[config.mk]
export PLATFORM = sky130hd
export DESIGN_NAME = csr_spmv_fifo
export DESIGN_NICKNAME = d
export VERILOG_FILES = /design/src/rtl/csr_spmv_pkg.sv /design/src/rtl/csr_spmv_fifo.sv
export SDC_FILE = /design/constraint.sdc
export NUM_CORES = 1
export LEC_CHECK = 0
export BUFFER_PORTS_ARGS = -buffer_cell sky130_fd_sc_hd__buf_2
export CAP_MARGIN = 25
export CELL_PAD_IN_SITES_DETAIL_PLACEMENT = 0
export CELL_PAD_IN_SITES_GLOBAL_PLACEMENT = 1
export CORE_MARGIN = 4
export CORE_UTILIZATION = 45
export DETAILED_ROUTE_END_ITERATION = 8
export PLACE_DENSITY = 0.84
export REMOVE_ABC_BUFFERS = 1
export SLEW_MARGIN = 20
export SYNTH_ARGS = -nofsm -noshare
export SYNTH_HDL_FRONTEND = slang
export SYNTH_SLANG_ARGS = --single-unit
export TNS_END_PERCENT = 10
[constraint.sdc]
create_clock -name clk -period 3.7 [get_ports clk]
set_clock_uncertainty 0.1 [all_clocks]
set_input_delay 0.74 -clock clk [delete_from_list [all_inputs] [get_ports clk]]
set_output_delay 0.74 -clock clk [all_outputs]
set_load 0.005 [all_outputs]
[src/rtl/csr_spmv_pkg.sv]
// shared types and constants for the csr sparse matrix-vector block
`default_nettype none

package csr_spmv_pkg;

  // source vector store
  localparam int SOURCE_DEPTH = 1024;
  localparam int SRC_AW       = $clog2(SOURCE_DEPTH);

  // rows per pass
  localparam int ROW_LIMIT = 1024;
  localparam int ROW_W     = 10;
  localparam int RCNT_W    = 11;

  // decoupling queue between front and back
  localparam int Q_DEPTH = 4;
  localparam int Q_AW    = $clog2(Q_DEPTH);

  // data widths
  localparam int DATA_W = 32;
  localparam int ACC_W  = 64;
  localparam int MUL_W  = 33;
  localparam int PROD_W = 66;
  localparam int WIDE_W = 98;

  // input operation codes
  typedef enum logic [1:0] {
    OP_LOAD  = 2'd0,
    OP_NZ    = 2'd1,
    OP_EMPTY = 2'd2,
    OP_NONE  = 2'd3
  } op_t;

  // configuration register indexes
  typedef enum logic [1:0] {
    CFG_ALPHA = 2'd0,
    CFG_BETA  = 2'd1,
    CFG_ROWS  = 2'd2,
    CFG_SPARE = 2'd3
  } cfg_idx_t;

  // configuration register set
  typedef struct packed {
    logic signed [DATA_W-1:0] alpha;
    logic signed [DATA_W-1:0] beta;
    logic [RCNT_W-1:0]        row_count;
  } cfg_regs_t;

  // one decoded work item handed from front to back
  typedef struct packed {
    logic                     empty_row;
    logic                     eor;
    logic signed [DATA_W-1:0] weight;
    logic signed [DATA_W-1:0] src;
    logic signed [DATA_W-1:0] old;
  } work_t;

endpackage

`default_nettype wire

[src/rtl/csr_spmv_fifo.sv]
// short queue of decoded work between front and back
`default_nettype none

module csr_spmv_fifo (
  input  wire logic                 clk,
  input  wire logic                 rst_n,
  input  wire logic                 push,
  input  wire csr_spmv_pkg::work_t  wdata,
  output logic                      full,
  input  wire logic                 pop,
  output csr_spmv_pkg::work_t       rdata,
  output logic                      empty
);
  import csr_spmv_pkg::*;

  work_t           slot_r [Q_DEPTH];
  logic [Q_AW-1:0] wr_ptr_r;
  logic [Q_AW-1:0] rd_ptr_r;
  logic [Q_AW:0]   count_r;
  logic            do_push;
  logic            do_pop;

  assign full    = (count_r == (Q_AW+1)'(Q_DEPTH));
  assign empty   = (count_r == '0);
  assign do_push = push && !full;
  assign do_pop  = pop && !empty;
  assign rdata   = slot_r[rd_ptr_r];

  // storage
  always_ff @(posedge clk) begin
    if (do_push) begin
      slot_r[wr_ptr_r] <= wdata;
    end
  end

  // pointers and fill count
  always_ff @(posedge clk) begin
    if (!rst_n) begin
      wr_ptr_r <= '0;
      rd_ptr_r <= '0;
      count_r  <= '0;
    end else begin
      if (do_push) begin
        wr_ptr_r <= wr_ptr_r + 1'b1;
      end
      if (do_pop) begin
        rd_ptr_r <= rd_ptr_r + 1'b1;
      end
      case ({do_push, do_pop})
        2'b10:   count_r <= count_r + 1'b1;
        2'b01:   count_r <= count_r - 1'b1;
        default: count_r <= count_r;
      endcase
    end
  end

endmodule

`default_nettype wire

==> results of run 1 <==
==> cell type report <==
class	count	area, sq um
fillers	2400	14400
flip-flops and latches	401	12000
multi-input cells	135	2490
repair buffers	209	1150
clock buffers	47	1050
well taps	435	544
clock inverters	21	221
inverters	6	22.5
diodes	2	5.00
==> worst min path at each step <==
stage / cells past startpoint / to / slack, ns / start
final: 1 / slot_r[3][9] / 0.34 / wdata[9]
after global routing: 1 / slot_r[2][93] / 0.32 / wdata[93]
after CTS: 1 / slot_r[2][93] / 0.31 / wdata[93]
after detailed placement: 2 / rd_ptr_r[0] / 0.39 / rd_ptr_r[0]
after global placement: 2 / rd_ptr_r[0] / 0.38 / rd_ptr_r[0]
after floorplan: 2 / flop / 0.36 / rd_ptr_r[0]
==> critical path: cells and delay by family (launching register included) <==
family | cells | cell delay (ns)
flip-flops | 1 | 0.37
buffers and inverters | 2 | 0.53
multiplexers | 1 | 0.61
==> sequential cells by signal, summed over array words and instances (netlist names), named ones only <==
name	count
rd_ptr_r	2
slot_r	392
wr_ptr_r	2
count_r	3
==> routing by layer <==
metal,up-vias,part of all wire
met5,-,0
li1,2880,-
met2,218,0.50
met4,0,0.019
met3,47,0.071
met1,3398,0.41
==> stage by stage <==
step                instances  total power (uW)  utilization  hold WS (ns)  instance area [sq um]
finish                   1256             11800        0.549         0.342                  17400
global route             1255             12300        0.548         0.322                  17400
CTS                      1254             12000        0.548         0.313                  17400
detailed placement       1186              8030        0.508         0.393                  16200
global placement         1186              7990        0.508         0.376                  16200
floorplan                 542              7170            -         0.361                  14500
==> kinds of logic after synthesis <==
| kind of cell | Yosys count | share of synthesized area |
|---|---|---|
| AOI/OAI and AO/OA | 7 | 0.00274 |
| buffers and inverters | 30 | 0.0123 |
| DFF | 401 | 0.818 |
| xor gates and xnor gates | 2 | 0.00120 |
| muxes | 100 | 0.152 |
| and+or+nand+nor | 20 | 0.00771 |
| adders and majority gates | 6 | 0.00565 |
==> layout by cell type, fill, tap and decap left out, drive strengths merged <==
cell type and n:
xor2 1, ha 5, xnor2 1, or3 2, mux4 98, edfxtp 392, clkbuf 47, nand2 7
dfxtp 9, fa 1, o21ai 5, and2 6, nor3 1, or4bb 1, clkinvlp 2, diode 2
inv 6, clkinv 14, bufinv 5, buf 209, mux2i 2, nor2b 2, a21boi 2, nor3b 1
==> power by group through the flow <==
stage / clock (uW) / sequential, uW / combinational (uW)
2_1_floorplan: 0 / 5900 / 1270
3_3_place_gp: 0 / 5670 / 2330
3_5_place_dp: 0 / 5690 / 2330
4_1_cts: 4010 / 5600 / 2340
5_1_grt: 4220 / 5630 / 2470
6_report: 3890 / 5600 / 2260
==> impl_metrics.toml, run 1 <==
[yosys]
yosysSeqAreaShare = 0.818
yosysMostFrequentCell = "edfxtp_1"
synth_edf_count = 392
synth_top_area_cell = "edfxtp_1"
synth_warnings = 0
netlist_top_cells_area = "edfxtp_1 81%, mux4_2 15%, dfxtp_1 1.2%"
post_synth.cell_area_avg_sq_um = 25.8
ys_ff_latch = 401
synth_top_cell_area_share = 0.806
synth_cell_types = 24
syn_area_sq_um = 14600
syn_inst = 566
ys.flop_type = "edfxtp_1"
synth_common_cells = "392 x edfxtp_1, 98 x mux4_2, 10 x buf_2"
async_flop_share = 0

[floorplanning]
die-width_um = 188
rows = 65
coreArea_sq_um = 31800
ioPinCount = 202
dieArea_sq_um = 35400
initial_core_util = 0.459
die_h_um = 188

[cts]
hold_buffers = 0
postCtsSetupRepairBufs = 0
ctsResizeCount = 0
cts.path.max_buffers = 3
path_clk_slew_ns = 0.06
htreeDepth = 2
worstSkewPairLatency_ns = 0.50
cts_tree = "yes"
numCtsBuffers = 41
root_buffer = "clkbuf_16"
clock_sinks = 401

[timing]
worst_pin_slew_ns = 0.670
fin_crit_ns = 2.94
rsz0062_at_grt = "no"
hold_viol_final = 0
drv_slew = 0
setup_viol = 0
setup_tns_ns = 0
slew_headroom = 0.552
worst_slack_ns = 0.756
max_freq_mhz = 340
period_share = 0.796

[pwr]
seq_power_share = 0.476
vdd_ir_drop_max_mv = 0.438
switching_power_uw = 2770
switching_share = 0.235
leakagePower_uw = 0.00578
clockPowerShare = 0.331
p_int_uw = 8990
p_per_area_nw_per_um2 = 674
combPwrFrac = 0.192

[cells_and_area]
final_nets = 902
drive_gt1_frac = 0.444
area_growth_pct = 19.4

[grt]
grt_max_degree = 99
met1_usage = 0.205
antenna_found_initial = 2
grtUsageMet3 = 0.0350
top_usage_layer = "met2"
grtUsageTotal = 0.148
grt_pass1_vias = 7016
gr-total-overflow = 0
grt_pass1_wl_um = 41100
met2_usage = 0.244

[setup_path]
r2r-start = "count_r[2]"
worstRegToRegCells = 9
r2r-end = "count_r[2]"
critPathMaxFanout = 61
path_class = "reg -> out"
endpoint = "rdata[19]"
crit_chain = "buf_12, mux4_2, buf_2"
worst_setup_path_start_kind = "flop"
max_stage_delay_ns = 0.61
critPathSlowestCell = "mux4_2"
endpoint_kind = "output port"
critPathArrivalTime_ns = 2.10
reg2reg_setup_slack_ns = 1.18
crit_required_ns = 2.86

[placed_design]
gp_congestion = 0.693
hpwl_um = 14700
portBuffers = 201
post-place-ws_ns = 0.963

[route]
wl_per_cell_um = 20.9
drc = 0
viasPerCell = 5.21
dr.first_iter.drc_count = 421
drtPass1Iterations = 4
vias = 6543
final_antenna_net_count = 0
routed_wl_um = 26300

[min_path]
hp-class = "in -> reg"

[run_status]
status = "completed"

[job]
maxCapViolCount = 0
Power figures use the tool's default switching activity.
==> run 2, diff against run 1 <==
==> constraint.sdc (replaced) <==
create_clock -name clk -period 2.7 [get_ports clk]
set_clock_uncertainty 0.1 [all_clocks]
set_input_delay 0.54 -clock clk [delete_from_list [all_inputs] [get_ports clk]]
set_output_delay 0.54 -clock clk [all_outputs]
set_load 0.005 [all_outputs]
==> impl_metrics.toml, run 2 (synthesis gave the netlist of run 1 again) <==
[run_status]
status = "completed"

[timing]
fin_crit_ns = 2.66
worst_pin_slew_ns = 0.534
max_freq_mhz = 376
period_share = 0.984
drv_slew = 0
setup_viol = 0
whs_ns = 0.149
slew_headroom = 0.641
rsz0062_at_grt = "yes"
hold_viol_final = 0

[floorplanning]
coreArea_sq_um = 31800
dieArea_sq_um = 35400
die_h_um = 188
rows = 65
initial_core_util = 0.459
die-width_um = 188
ioPinCount = 202

[cells_and_area]
final_nets = 910
area_growth_pct = 20.1
fin_area_sq_um = 17500
reg.largest.list = "slot_r (392), count_r (3)"
fin_util = 0.552
final_cell_mix = "392 x edfxtp_1, 201 x buf_2, 98 x mux4_2"
regMostFlops = "slot_r"
drive_gt1_frac = 0.450
mostFrequentLayoutCell = "edfxtp_1"
largest_reg_flops = 392

[setup_path]
worst_setup_path_start_kind = "flop"
critPathMaxFanout = 42
path_class = "reg -> out"
endpoint_kind = "output port"
reg2reg_setup_slack_ns = 0.37
critPathArrivalTime_ns = 2.02
crit_required_ns = 2.06

[route]
drc = 0
drtPass1Iterations = 5
vias = 6603
viasPerCell = 5.22
wl_per_cell_um = 21.3
dr.first_iter.drc_count = 485
final_antenna_net_count = 0
routed_wl_um = 26900

[cts]
path_clk_slew_ns = 0.06
htreeDepth = 2
postCtsSetupRepairBufs = 0
root_buffer = "clkbuf_16"
cts_tree = "yes"
clock_sinks = 401
numCtsBuffers = 41
worstSkewPairLatency_ns = 0.50
cts.path.max_buffers = 3

[grt]
grt_max_degree = 66
grt_pass1_wl_um = 42100
grt_pass1_vias = 7212
antenna_found_initial = 1
gr-total-overflow = 0
grtUsageTotal = 0.152

[job]
maxCapViolCount = 0

[placed_design]
hpwl_um = 15900
gp_congestion = 0.710
portBuffers = 201
place_area_sq_um = 16300

[pwr]
p_per_area_nw_per_um2 = 911
vdd_ir_drop_max_mv = 0.588
leakagePower_uw = 0.00583

[min_path]
hp-class = "in -> reg"
==> run 2: changes by cell type in the layout (fill, tap and decap cells not counted), sizes merged <==
cell / before / now
bufbuf: 0 / 1
clkinvlp: 2 / 0
buf: 209 / 216
clkbuf: 47 / 52
inv: 6 / 8
clkinv: 14 / 13
bufinv: 5 / 2
==> run 2: critical path: stages (launching register included) <==
cell and delay [ns]:
dfxtp_4 0.40, buf_12 0.32, mux4_2 0.60, buf_2 0.15
==> run 2: stage by stage <==
stage	setup TNS, ns	power, uW	worst slack, ns	cells
finish	0	16000	0.0434	1265
global route	-1.80	16800	-0.0599	1264
CTS	-0.0778	16300	-0.0222	1263
detailed placement	0	11000	0.321	1193
global placement	0	11000	0.367	1193
floorplan	-683.33	9700	-2.69	542
==> run 2: final cells by class <==
| class | count | area (sq um) |
|---|---|---|
| antenna | 2 | 5.00 |
| multi-input combinational | 135 | 2490 |
| timing repair buffer | 217 | 1320 |
| clock buffer | 52 | 1070 |
| fill | 2381 | 14300 |
| sequential | 401 | 12000 |
| clock inverter | 17 | 135 |
| inverter | 6 | 22.5 |
| tap | 435 | 544 |
==> run 2: final timing paths <==
kind                        to  depth (start not counted)         from
setup reg to reg    count_r[2]                         10   count_r[2]
hold reg to reg    wr_ptr_r[0]                          2  wr_ptr_r[0]
hold / removal    slot_r[0][6]                          1     wdata[6]
setup / recovery     rdata[14]                          3         flop
==> run 2: metal layers <==
metal  vias to the layer above  global-route usage  wire (um)
li1                       2902                   -          -
met2                       222               0.256      13700
met3                        29              0.0361       1850
met4                         0              0.0370        401
met5                         -                   0          0
met1                      3450               0.203      11000
==> run 2: timing repair <==
action                                  CTS  global route
gates cloned                              1             0
hold buffers                              0             0
resized for setup                         1             0
endpoints found under the setup margin   45            69
pin swaps                                 0             0
==> run 2: power by group <==
part / switching, uW / total, uW / leakage (uW) / internal [uW]
Clock: 2110 / 5080 / 0.000592 / 2980
Sequential: 171 / 7670 / 0.00367 / 7500
Combinational: 1550 / 3230 / 0.00157 / 1680
Total: 3820 / 16000 / 0.00583 / 12200
