File: src/rtl/csr_spmv_pkg.sv
// shared types and constants for the csr sparse matrix-vector block
`default_nettype none

package csr_spmv_pkg;

  // source vector store
  localparam int SOURCE_DEPTH = 1024;
  localparam int SRC_AW       = $clog2(SOURCE_DEPTH);

  // rows per pass
  localparam int ROW_LIMIT = 1024;
  localparam int ROW_W     = 10;
  localparam int RCNT_W    = 11;

  // decoupling queue between front and back
  localparam int Q_DEPTH = 4;
  localparam int Q_AW    = $clog2(Q_DEPTH);

  // data widths
  localparam int DATA_W = 32;
  localparam int ACC_W  = 64;
  localparam int MUL_W  = 33;
  localparam int PROD_W = 66;
  localparam int WIDE_W = 98;

  // input operation codes
  typedef enum logic [1:0] {
    OP_LOAD  = 2'd0,
    OP_NZ    = 2'd1,
    OP_EMPTY = 2'd2,
    OP_NONE  = 2'd3
  } op_t;

  // configuration register indexes
  typedef enum logic [1:0] {
    CFG_ALPHA = 2'd0,
    CFG_BETA  = 2'd1,
    CFG_ROWS  = 2'd2,
    CFG_SPARE = 2'd3
  } cfg_idx_t;

  // configuration register set
  typedef struct packed {
    logic signed [DATA_W-1:0] alpha;
    logic signed [DATA_W-1:0] beta;
    logic [RCNT_W-1:0]        row_count;
  } cfg_regs_t;

  // one decoded work item handed from front to back
  typedef struct packed {
    logic                     empty_row;
    logic                     eor;
    logic signed [DATA_W-1:0] weight;
    logic signed [DATA_W-1:0] src;
    logic signed [DATA_W-1:0] old;
  } work_t;

endpackage

`default_nettype wire

File: src/rtl/csr_spmv_back.sv
// back end: multiply-accumulate, row finish, row counter and result register
`default_nettype none

module csr_spmv_back (
  input  wire logic                                 clk,
  input  wire logic                                 rst_n,
  input  wire csr_spmv_pkg::cfg_regs_t              cfg,
  input  wire csr_spmv_pkg::work_t                  q_rdata,
  input  wire logic                                 q_empty,
  output logic                                      q_pop,
  output logic                                      out_empty,
  input  wire logic                                 out_pop,
  output logic signed [csr_spmv_pkg::DATA_W-1:0]    out_row_value,
  output logic [csr_spmv_pkg::ROW_W-1:0]            out_row_number,
  output logic                                      out_pass_done
);
  import csr_spmv_pkg::*;

  typedef enum logic [7:0] {
    ST_IDLE = 8'b0000_0001,
    ST_PROD = 8'b0000_0010,
    ST_ACC  = 8'b0000_0100,
    ST_BETA = 8'b0000_1000,
    ST_LO   = 8'b0001_0000,
    ST_HI   = 8'b0010_0000,
    ST_SUM  = 8'b0100_0000,
    ST_OUT  = 8'b1000_0000
  } state_t;

  state_t                   state_r;
  state_t                   state_nxt;
  work_t                    ent_r;
  logic signed [ACC_W-1:0]  acc_r;
  logic signed [ACC_W-1:0]  sum_r;
  logic signed [PROD_W-1:0] prod_r;
  logic signed [WIDE_W-1:0] wide_r;
  logic [ROW_W-1:0]         row_r;
  logic                     out_valid_r;
  logic signed [DATA_W-1:0] out_value_r;
  logic [ROW_W-1:0]         out_row_r;
  logic                     out_done_r;

  logic signed [MUL_W-1:0]  mul_a;
  logic signed [MUL_W-1:0]  mul_b;
  logic signed [PROD_W-1:0] mul_p;
  logic signed [ACC_W-1:0]  term;
  logic [ACC_W:0]           acc_sum;
  logic signed [ACC_W-1:0]  acc_new;
  logic signed [DATA_W-1:0] fin_value;
  logic [RCNT_W-1:0]        eff_rows;
  logic                     last_row;
  logic                     out_load;

  assign q_pop    = (state_r == ST_IDLE) && !q_empty;
  assign out_load = (state_r == ST_OUT) && (!out_valid_r || out_pop);

  // shared multiplier operand select
  always_comb begin
    case (state_r)
      ST_PROD: begin
        mul_a = MUL_W'(ent_r.weight);
        mul_b = MUL_W'(ent_r.src);
      end
      ST_BETA: begin
        mul_a = MUL_W'(cfg.beta);
        mul_b = MUL_W'(ent_r.old);
      end
      ST_LO: begin
        mul_a = $signed({1'b0, sum_r[31:0]});
        mul_b = MUL_W'(cfg.alpha);
      end
      ST_HI: begin
        mul_a = MUL_W'($signed(sum_r[63:32]));
        mul_b = MUL_W'(cfg.alpha);
      end
      default: begin
        mul_a = '0;
        mul_b = '0;
      end
    endcase
  end

  assign mul_p = mul_a * mul_b;

  // floored product added to the row sum, saturating at 64 bits
  assign term    = {{16{prod_r[63]}}, prod_r[63:16]};
  assign acc_sum = {acc_r[ACC_W-1], acc_r} + {term[ACC_W-1], term};
  always_comb begin
    if (acc_sum[ACC_W] != acc_sum[ACC_W-1]) begin
      acc_new = acc_sum[ACC_W] ? {1'b1, {(ACC_W-1){1'b0}}} : {1'b0, {(ACC_W-1){1'b1}}};
    end else begin
      acc_new = acc_sum[ACC_W-1:0];
    end
  end

  // floor by 2^16 then saturate to 32 bits
  always_comb begin
    if (!wide_r[WIDE_W-1] && (|wide_r[WIDE_W-2:47])) begin
      fin_value = {1'b0, {(DATA_W-1){1'b1}}};
    end else if (wide_r[WIDE_W-1] && !(&wide_r[WIDE_W-2:47])) begin
      fin_value = {1'b1, {(DATA_W-1){1'b0}}};
    end else begin
      fin_value = wide_r[47:16];
    end
  end

  // effective rows per pass and last-row flag
  always_comb begin
    if (cfg.row_count == '0) begin
      eff_rows = RCNT_W'(1);
    end else if (cfg.row_count > RCNT_W'(ROW_LIMIT)) begin
      eff_rows = RCNT_W'(ROW_LIMIT);
    end else begin
      eff_rows = cfg.row_count;
    end
  end
  assign last_row = ({1'b0, row_r} + RCNT_W'(1)) >= eff_rows;

  // sequencer
  always_comb begin
    state_nxt = state_r;
    case (state_r)
      ST_IDLE: begin
        if (!q_empty) begin
          state_nxt = q_rdata.empty_row ? ST_BETA : ST_PROD;
        end
      end
      ST_PROD: state_nxt = ST_ACC;
      ST_ACC:  state_nxt = ent_r.eor ? ST_BETA : ST_IDLE;
      ST_BETA: state_nxt = ST_LO;
      ST_LO:   state_nxt = ST_HI;
      ST_HI:   state_nxt = ST_SUM;
      ST_SUM:  state_nxt = ST_OUT;
      ST_OUT: begin
        if (out_load) begin
          state_nxt = ST_IDLE;
        end
      end
      default: state_nxt = ST_IDLE;
    endcase
  end

  // control state
  always_ff @(posedge clk) begin
    if (!rst_n) begin
      state_r     <= ST_IDLE;
      acc_r       <= '0;
      row_r       <= '0;
      out_valid_r <= 1'b0;
    end else begin
      state_r <= state_nxt;
      if (q_pop && q_rdata.empty_row) begin
        acc_r <= '0;
      end else if (state_r == ST_ACC) begin
        acc_r <= ent_r.eor ? '0 : acc_new;
      end
      if (out_load) begin
        row_r       <= last_row ? '0 : row_r + 1'b1;
        out_valid_r <= 1'b1;
      end else if (out_pop) begin
        out_valid_r <= 1'b0;
      end
    end
  end

  // datapath
  always_ff @(posedge clk) begin
    prod_r <= mul_p;
    if (q_pop) begin
      ent_r <= q_rdata;
      if (q_rdata.empty_row) begin
        sum_r <= '0;
      end
    end
    if ((state_r == ST_ACC) && ent_r.eor) begin
      sum_r <= acc_new;
    end
    case (state_r)
      ST_LO:   wide_r <= {{(WIDE_W-PROD_W){prod_r[PROD_W-1]}}, prod_r};
      ST_HI:   wide_r <= wide_r + {{(WIDE_W-PROD_W){prod_r[PROD_W-1]}}, prod_r};
      ST_SUM:  wide_r <= wide_r + {prod_r, 32'b0};
      default: wide_r <= wide_r;
    endcase
    if (out_load) begin
      out_value_r <= fin_value;
      out_row_r   <= row_r;
      out_done_r  <= last_row;
    end
  end

  assign out_empty      = !out_valid_r;
  assign out_row_value  = out_value_r;
  assign out_row_number = out_row_r;
  assign out_pass_done  = out_done_r;

endmodule

`default_nettype wire

File: config.mk
export PLATFORM = sky130hd
export DESIGN_NAME = csr_spmv_back
export DESIGN_NICKNAME = d
export VERILOG_FILES = /design/src/rtl/csr_spmv_pkg.sv /design/src/rtl/csr_spmv_back.sv
export SDC_FILE = /design/constraint.sdc
export NUM_CORES = 2
export LEC_CHECK = 0
export CELL_PAD_IN_SITES_DETAIL_PLACEMENT = 1
export CELL_PAD_IN_SITES_GLOBAL_PLACEMENT = 1
export CORE_ASPECT_RATIO = 1.5
export CORE_MARGIN = 5
export CORE_UTILIZATION = 47
export DETAILED_ROUTE_END_ITERATION = 10
export DONT_BUFFER_PORTS = 1
export PLACE_DENSITY_LB_ADDON = 0.08
export SLEW_MARGIN = 20
export SYNTH_ARGS = -nofsm -noshare
export SYNTH_HDL_FRONTEND = slang
export SYNTH_SLANG_ARGS = --single-unit
File: constraint.sdc
create_clock -name clk -period 9.13 [get_ports clk]
set_input_delay 1.3695 -clock clk [delete_from_list [all_inputs] [get_ports clk]]
set_output_delay 1.3695 -clock clk [all_outputs]
set_load 0.01 [all_outputs]
==> results.tsv <==
metric	value	unit
highest achievable clock rate	98.7	MHz
depth of the most critical reg-to-reg path	31	
Nets	10100	
Area contributors post-synth	fa_1 34%, edfxtp_1 13%, ha_1 8.3%	
ratio of cells with drive above 1 in the final layout	19.5	%
final worst-path cycle share	111	%
number of setup violations in the final report	31	
First-pass DRT Iterations	6	
Clock Tree Buf Depth	3	
master of the slowest instance on the critical path	fa_1	
count of unique library cells instantiated by Yosys	90	
launching element of the worst setup path	state_r[4]	
fraction of registers with async set or reset after synthesis	0	%
placed instance count	9911	
VDD IR max	166	uV
detailed placement HPWL	268000	um
critical path data arrival time	10.72	ns
max incr delay on CP	1.04	ns
Top FF cell, synth	edfxtp_1	
post-place instance area	0.0777	mm^2
CTS hold repair buffers	0	
fillers	16300	
setup TNS	-14.69	ns
die area	0.153	mm^2
overflow left after global routing	0	
pin count of the biggest net entering global routing	67	
Ports	222	
slack of the critical path	-1.01	ns
DRC Markers	0	
critical setup path kind	reg -> reg	
number of H-tree levels	2	
overall global routing resource usage	42.6	%
final standard cell area without fillers	0.0847	mm^2
cell count after synthesis	7563	
library cell occupying the most area in the post-synthesis netlist	fa_1	
clk_skew	0.0476	ns
height of the die	477	um
CTS buffer count	52	
starting utilization of the core area	47.3	%
post-synthesis sequential area ratio	17.6	%
fin crit period	10.14	ns
first-pass GRT wire length	473000	um
Max Transition Viols Final	0	
placer's final routability congestion estimate	1.02	
largest fanout on the critical path	9	
via count of the first global-routing pass	69400	
Clk Latency, worst-skew pair	0.73	ns
number of placement rows	171	
most frequent cell on the critical path	fa_1	
Clk pin slew, worst setup/hold paths	0.08	ns
slew at the pin closest to its max-slew limit	1.25	ns
width of the chip	321	um
remaining antenna violation count after routing	0	
post-synthesis to final-layout area growth	23.8	%
clock tree root driver cell	clkbuf_16	
leakage power summed over all cells	0.0398	uW
post-DR vias/cell	6.19	
worst hold path type	reg -> reg	
clock tree from TritonCTS	done	
number of antenna violations at the first check in global routing	30	
failing checks	setup timing	
endpoint class of the critical path	flop	
critical path capture point	prod_r[64]	
synthesized area	0.0684	mm^2
count of vias placed by the detailed router	63700	
register-to-register setup slack	-1.01	ns
most numerous cell types in the synthesized netlist	1235 x inv_1, 1149 x fa_1, 860 x nor2_1	
total of flip-flops plus latches after synthesis	451	
warnings from Yosys	0	
Reg2Reg Launch Point	state_r[4]	
share of the synthesized area in the top cell type	33.6	%
element type at the critical path start	flop	
Net Count, Synth	9343	
post-route insts no fill	10300	
unrepaired setup endpoints after global routing	yes	
final WL	344000	um
most common cell in the synthesized netlist	inv_1	
Core Area	0.145	mm^2
run status	finished, violations left	
Power Density	80.2	mW/mm^2
Sinks on Clock Net	451	
worst slew slack as a fraction of its limit	15.2	%
count of input and output buffers	0	
max-capacitance violation count	0	
worst path required time	9.72	ns
post-DR wirelength/cell	33.4	um
average cell area after synthesis	9.04	um^2
DRC violation total after the first TritonRoute iteration	5274	
number of enable-type register cells in the synthesized netlist	302	
share of the core filled with cells in the final layout	58.5	%
number of hold violations in the final report	0	
Worst Hold Depth	2	
worst r2r dst	prod_r[64]	
worst slack on hold paths	0.497	ns
==> through the flow <==
step	total power (uW)	setup WS, ns
after CTS	6600	-0.124
after detailed placement	4100	-0.695
after global placement	4080	-0.729
after global routing	6950	-1.00
after floorplan	3300	0.00772
final	6790	-1.01
==> critical path: cells and delay by family, from the launching register on <==
kind                       cells  cell delay [ns]
buffers and inverters          8             1.13
AOI/OAI and AO/OA              4             1.12
adders and majority gates      9             5.21
and+or+nand+nor                9             1.93
xor gates and xnor gates       1             0.14
DFF                            1             0.36
==> routing by layer <==
metal	up-vias	wire (um)	part of all wire, %	GRT usage [%]
met2	3190	163000	47	71.3
met1	32500	108000	31	42.7
met4	14	46400	14	41.9
met5	-	88	0.026	0
li1	26300	-	-	-
met3	1653	25900	7.5	9.53
==> area by class of cell <==
class	count	area, um^2	share of cell area [%]
inverter	1236	4640	5.48
antenna	18	45.0	0.0532
clock buffer	66	1410	1.66
timing repair buffer	1068	11100	13.1
multi-input combinational	5504	52600	62.1
tap	1903	2380	2.81
clock inverter	30	478	0.565
sequential	451	12100	14.3
==> what timing repair did <==
item	4_1_cts	5_1_grt
cloned	7	13
pin swaps	65	199
buffers inserted	128	120
setup endpoints to repair	32	157
gates resized for setup	266	363
==> flip-flops by register name (all words and copies together) (netlist names) <==
signal,count
ent_r,97
wide_r,98
state_r,8
prod_r,66
sum_r,64
acc_r,64
out_pass_done,1
out_valid_r,1
out_row_value,32
row_r,10
out_row_number,10
==> worst min path at each step <==
stage / from / to / slack, ns
after floorplan: acc_r[36] / acc_r[36] / 0.43
after global placement: acc_r[24] / acc_r[24] / 0.47
after detailed placement: acc_r[24] / acc_r[24] / 0.48
after CTS: acc_r[24] / acc_r[24] / 0.49
after global routing: acc_r[26] / acc_r[26] / 0.51
final: acc_r[24] / acc_r[24] / 0.50
==> cells in the final DEF (no fill, tap or decap), types with 33 or more instances in the layout <==
cell type / n
inv_1: 1187
fa_1: 1078
nand2_1: 828
nor2_1: 785
buf_4: 765
ha_1: 430
a21oi_1: 379
edfxtp_1: 302
o21ai_0: 215
buf_12: 179
a21o_1: 165
xnor2_1: 163
dfxtp_1: 142
a221o_1: 112
xor2_1: 106
nand4_1: 88
buf_6: 84
nand3_1: 76
fa_2: 71
clkbuf_16: 65
nor2_2: 60
o21bai_1: 60
inv_2: 48
and3_1: 45
nor3_1: 43
and2_1: 36
a22oi_1: 35
o221ai_1: 33
==> cells by family after synthesis <==
logic type               Yosys count  share of synthesized area (%)
adder cells (fa/ha/maj)         1603                           42.0
flip-flops                       451                           17.6
XOR/XNOR                         282                           3.61
AND/OR/NAND/NOR                 2184                           13.6
multiplexers                       3                         0.0439
buffers and inverters           1608                           8.87
AO/OA/AOI/OAI                   1432                           14.3
==> report_power, final <==
part	total (uW)	internal, uW	leakage (uW)	switching (uW)
combinational	1930	728	0.0349	1200
clock	2460	1390	0.000914	1080
sequential	2390	2270	0.00402	117
total	6790	4390	0.0398	2400
(Power assumes the default switching activity.)
